$ cat config.mk
export PLATFORM = sky130hd
export DESIGN_NAME = vis_combine
export DESIGN_NICKNAME = d
export VERILOG_FILES = /design/src/rtl/vis_pkg.sv /design/src/rtl/vis_combine.sv
export SDC_FILE = /design/constraint.sdc
export NUM_CORES = 1
export LEC_CHECK = 0
export ABC_AREA = 0
export BUFFER_PORTS_ARGS = -buffer_cell sky130_fd_sc_hd__buf_2
export CAP_MARGIN = 20
export CORE_MARGIN = 4
export CORE_UTILIZATION = 45
export DETAILED_ROUTE_END_ITERATION = 8
export GPL_ROUTABILITY_DRIVEN = 0
export GPL_TIMING_DRIVEN = 0
export SLEW_MARGIN = 20
export SYNTH_ARGS = -nofsm -noshare
export SYNTH_HDL_FRONTEND = slang
export SYNTH_SLANG_ARGS = --single-unit
$ cat constraint.sdc
create_clock -name vclk -period 14.3
set_input_delay 1.43 -clock vclk [all_inputs]
set_output_delay 1.43 -clock vclk [all_outputs]
set_load 0.05 [all_outputs]
$ cat src/rtl/vis_pkg.sv
// Shared types and constants for the vector inclusive scan core.
package vis_pkg;

  // Word width of one lane.
  localparam int unsigned WORD_W = 32;

  // Physical lane count of the vector ports.
  localparam int unsigned MAX_LANES = 8;

  // Active lanes; result lanes at and above this count read as zero.
  localparam int unsigned LANE_COUNT = 8;

  // Number of log-step scan levels, one pipeline stage each.
  localparam int unsigned LEVEL_COUNT = $clog2(MAX_LANES);

  typedef logic signed [WORD_W-1:0] word_t;
  typedef word_t [MAX_LANES-1:0] vec_t;

  // Scan operator codes.
  typedef enum logic [1:0] {
    OP_SUM     = 2'd0,
    OP_PRODUCT = 2'd1,
    OP_MAXIMUM = 2'd2,
    OP_MINIMUM = 2'd3
  } op_t;

endpackage

$ cat src/rtl/vis_combine.sv
// Combine unit: applies one scan operator to an earlier and a later lane value.
module vis_combine (
  input  vis_pkg::op_t  operation,
  input  vis_pkg::word_t lo,
  input  vis_pkg::word_t hi,
  output vis_pkg::word_t result
);
  import vis_pkg::*;

  word_t sum;
  word_t product;

  // Sum and product keep the low word, so signedness does not matter here.
  assign sum     = lo + hi;
  assign product = lo * hi;

  // Select the operator; maximum and minimum compare as signed values.
  always_comb begin
    unique case (operation)
      OP_SUM:     result = sum;
      OP_PRODUCT: result = product;
      OP_MAXIMUM: result = (lo > hi) ? lo : hi;
      OP_MINIMUM: result = (hi > lo) ? lo : hi;
      default:    result = sum;
    endcase
  end

endmodule

## Yosys cells after proc, flatten, opt, wreduce, memory -nomap -nowiden

Index checks and enable logic that the tools add are counted.

- Memory bits (read-only): 0
- Output and inout bits: 32
- Memory bits (writable): 0
- Memories kept: 0
- Bits of input ports: 66
- Bits in latches: 0
- Logic and storage cells: 11
- Register bits: 0

- $lt $le $gt $ge: 2
- Bitwise logic cells: 0
- Equal/unequal tests: 3
- Div/mod/pow operators: 0
- Multiplexer cells: 3
- Shift-type cells: 0
- Add/subtract/negate cells: 1
- Multipliers: 1
- Reduce and logical (&&, ||, !) cells: 1

Operators by type and width:

| kind | number |
|---|---|
| $pmux W32 S4 | 1 |
| $gt A32 B32 Y1 | 2 |
| $mux W32 | 2 |
| $add A32 B32 Y32 | 1 |
| $mul A32 B32 Y32 | 1 |
| $eq A2 B2 Y1 const B | 2 |
| $eq A2 B1 Y1 const B | 1 |
| $logic_not A2 Y1 | 1 |

## Logic depth before layout (Yosys ltp)

- Word-level depth: 3
- Gate-level depth with buffers: 29
- Mapped depth without buffers: 27

## Least setup slack after synthesis

No wires, ideal clock.

- Path kind: input-to-output
- Start: input port hi[1]
- End: output port result[31]
- Stages: 27
- Arrival time: 8792 ps
- Setup slack: 4078 ps
- Path through: inv_1 > clkbuf_1 > clkbuf_1 > nor2_1 > ha_1 > fa_1 > inv_1 > fa_1 > fa_1 > inv_1 > fa_1 > inv_1 > fa_1 > inv_1 > fa_1 > fa_1 > ha_1 > a21oi_1 > o211ai_1 > a2111oi_0 > nor2_1 > a221oi_1 > a211o_1 > o21ai_0 > xnor2_1 > a2111oi_1 > a2111oi_2

- Longest elaborated chain between the ends: 3
- Elaborated cells on any way between the ends: 7

RTL lines:

| what | RTL line | text |
|---|---|---|
| start, declared | vis_combine.sv:5 | `input vis_pkg::word_t hi,` |
| branches (longest 2 deep; another with $mul A32 B32 Y32) | n/a |  |
| $pmux W32 S4 * | vis_combine.sv:19 | `unique case (operation)` |
| end, declared | vis_combine.sv:6 | `output vis_pkg::word_t result` |

Every way passes the cells marked *.

## Final worst setup path

- Start: input port lo[10]
- End: output port result[31]

- Longest elaborated chain between the ends: 3
- Elaborated cells on any way between the ends: 7

RTL lines:

| what | RTL line | text |
|---|---|---|
| start, declared | vis_combine.sv:4 | `input vis_pkg::word_t lo,` |
| branches (longest 2 deep; another with $mul A32 B32 Y32) | n/a |  |
| $pmux W32 S4 * | vis_combine.sv:19 |  |

Marked as above.

==> metrics.md <==
| Metric | Value |
|---|---|
| Proportion of synthesized chip area in sequential cells | 0% |
| Area taken by flip-flops and latches | 0 um2 |
| Total half-perimeter wirelength after legalization and detailed placement | 58800 um |
| Fraction of synthesized cell area in xor and xnor cells | 4.76% |
| Kind of start point of the critical path | input pin |
| Portion of netlist area occupied by mux cells | 0.558% |
| Synthesized-area fraction occupied by adder cells | 55.6% |
| First element of the critical path | lo[10] |
| Average size of a mapped cell | about 8.5 um2 |
| Pin count of the biggest net entering global routing | 13 |
| Share of the synthesized area in the top cell type | about two fifths |
| Outcome | complete, no violations |
| Hold Vio Cnt, Final | 0 |
| Final-layout fill cell count | 4370 |
| IO Port Bufs | 97 |
| Main area contributors after synthesis | sky130_fd_sc_hd__fa_1 42%, sky130_fd_sc_hd__ha_1 14%, sky130_fd_sc_hd__and2_1 9.3% |
| Grt total ovfl | 0 |
| Vertical die dimension | 216 um |
| Commonest cells after routing, fill and taps aside | 479 x sky130_fd_sc_hd__inv_1, 409 x sky130_fd_sc_hd__fa_1, 290 x sky130_fd_sc_hd__and2_1 |
| Simple logic cell fraction of the synthesized area | a little under a fifth |
| Layout clock buffer count | 0 |
| Worst-path maximum fanout | 10 |
| Worst hold start | hi[1] |
| Drt via density | 5.53 |
| Type of the worst setup path | in2out |
| Post-route design area | 20800 um2 |
| Vias after detailed routing | 16500 |
| DRC | 0 |
| Count of maximum capacitance violations | 0 |
| Critical Path End | result[31] |
| Final setup violation count | 0 |
| Fraction of final layout cells with drive strength greater than 1 | under 10% |
| Worst setup slack after placement | approximately 2.2 ns |
| Synthesized Nets | between 2000 and 3000 |
| Post-layout minimum cycle time | 12.21 ns |
| WL final | 70900 um |
| Final period util | 85.4% |
| Transition time of the tightest slew-check pin | between 1 and 1.5 ns |
| Hold slack | 3.39 ns |
| Antenna-violating nets left | 0 |
| CORE AREA | 43000 um2 |
| Final setup TNS | 0 ns |
| CP Data Arrival Time | ~11 ns |
| Main combinational cell family by area after synthesis | adder cells |
| Most common library cell in the layout ignoring fill and taps | sky130_fd_sc_hd__inv_1 |
| Initial Utilization | 45.4% |
| Synth area leader | sky130_fd_sc_hd__fa_1 |
| Min setup slack post-route | 2.09 ns |
| Cell count after synthesis | 2295 |
| Capturing element type of the critical path | output pin |
| First-pass GRT wire length | 106000 um |
| Post-synthesis to final-layout area growth | 6.31% |
| Synth Area in Compound Gates | under 10% |
| Final Max Slew Viols | 0 |
| DP Area | 20700 um2 |
| Number of different library cells in the post-synthesis netlist | 78 |
| Unrepaired setup endpoints after global routing | false |
| Via count of the first global-routing pass | 17300 |
| Horizontal die dimension | between 200 and 250 um |
| Area used by multi-input combinational logic | 17300 um2 |
| I/O pin total | 98 |
| Number of placement rows | 76 |
| YS warnings | 0 |
| Number of buffers added for setup after CTS | 0 |
| Number of sequential cells | 0 |
| Required time of the critical path | around 13 ns |
| Hold-fix buffers at CTS | 0 |
| Initial antenna violation count | 6 |
| Class of the tightest hold or removal check | in2out |
| Max_slew headroom | a little over a fifth |
| Count of TritonRoute iterations in the first routing pass | 8 |
| Quantity of gates resized following cts | 0 |
| Peak clock frequency supported by timing | between 80 and 90 MHz |
| First DRT Iteration DRCs | roughly 1600 |
| Total track usage | 30.4% |
| Die ar. | 46800 um2 |
| Synth Cell Area | roughly 20000 um2 |
| Mean routed wirelength per cell | 23.8 um |
| Nets@finish | 3082 |
-- through the flow --
step / instances / util, %
floorplan: 2295 / -
global placement: 2977 / 48.3
detailed placement: 2977 / 48.3
CTS: 2977 / 48.3
global route: 2979 / 48.3
finish: 2980 / 48.3
-- worst min path at each step --
| stage | endpoint | slack, ns | cells past startpoint |
|---|---|---|---|
| 2_1_floorplan | result[30] | 3.25 | 3 |
| 3_3_place_gp | result[1] | 3.38 | 4 |
| 3_5_place_dp | result[1] | 3.39 | 4 |
| 4_1_cts | result[1] | 3.39 | 4 |
| 5_1_grt | result[0] | 3.40 | 4 |
| 6_report | result[1] | 3.39 | 4 |
-- cell type report --
type | instances | area share [%]
multi-input cells | 1702 | 83.1
inverters | 482 | 8.72
well taps | 585 | 3.53
repair buffers | 97 | 2.34
plain buffers | 111 | 2.25
diodes | 3 | 0.0362
-- worst max-delay path, cell delays in order --
cell and delay, ns:
sky130_fd_sc_hd__buf_2 0.14, sky130_fd_sc_hd__clkbuf_1 0.65, sky130_fd_sc_hd__clkbuf_1 0.76, sky130_fd_sc_hd__and2_1 0.25, sky130_fd_sc_hd__fa_1 0.44, sky130_fd_sc_hd__fa_1 0.44
sky130_fd_sc_hd__fa_1 0.55, sky130_fd_sc_hd__inv_1 0.05, sky130_fd_sc_hd__fa_1 0.47, sky130_fd_sc_hd__inv_1 0.05, sky130_fd_sc_hd__fa_1 0.49, sky130_fd_sc_hd__inv_1 0.06
sky130_fd_sc_hd__fa_1 0.54, sky130_fd_sc_hd__inv_1 0.05, sky130_fd_sc_hd__fa_1 0.54, sky130_fd_sc_hd__fa_1 0.46, sky130_fd_sc_hd__ha_1 0.36, sky130_fd_sc_hd__a21oi_1 0.18
sky130_fd_sc_hd__o211ai_1 0.19, sky130_fd_sc_hd__a2111oi_0 0.44, sky130_fd_sc_hd__nor2_1 0.17, sky130_fd_sc_hd__a221oi_1 0.56, sky130_fd_sc_hd__a211o_1 0.27, sky130_fd_sc_hd__o21ai_0 0.17
sky130_fd_sc_hd__xnor2_1 0.18, sky130_fd_sc_hd__a2111oi_1 0.52, sky130_fd_sc_hd__a2111oi_2 0.08, sky130_fd_sc_hd__buf_2 0.24
-- cell families after synthesis --
logic type	Yosys count
buf+inv	593
fa+ha+maj	622
xor+xnor	106
mux	9
compound gates	262
simple gates	703
-- synth_stat cells (13+ instances only) --
| cell | instances |
|---|---|
| sky130_fd_sc_hd__a21oi_1 | 84 |
| sky130_fd_sc_hd__nor2_1 | 126 |
| sky130_fd_sc_hd__o21ai_1 | 13 |
| sky130_fd_sc_hd__nand2_1 | 197 |
| sky130_fd_sc_hd__nand3_1 | 14 |
| sky130_fd_sc_hd__xor2_1 | 21 |
| sky130_fd_sc_hd__nor3_1 | 21 |
| sky130_fd_sc_hd__fa_1 | 409 |
| sky130_fd_sc_hd__and2_1 | 290 |
| sky130_fd_sc_hd__clkbuf_1 | 97 |
| sky130_fd_sc_hd__inv_1 | 479 |
| sky130_fd_sc_hd__a211oi_1 | 15 |
| sky130_fd_sc_hd__o21ai_0 | 33 |
| sky130_fd_sc_hd__xnor2_1 | 85 |
| sky130_fd_sc_hd__ha_1 | 213 |
-- routing by layer --
layer,GRT usage [%],wire (um),up-vias
met5,0,12,-
met4,13.4,4310,2
met3,6.94,7160,175
met2,47.8,31300,842
met1,40.4,28100,8241
li1,-,-,7210
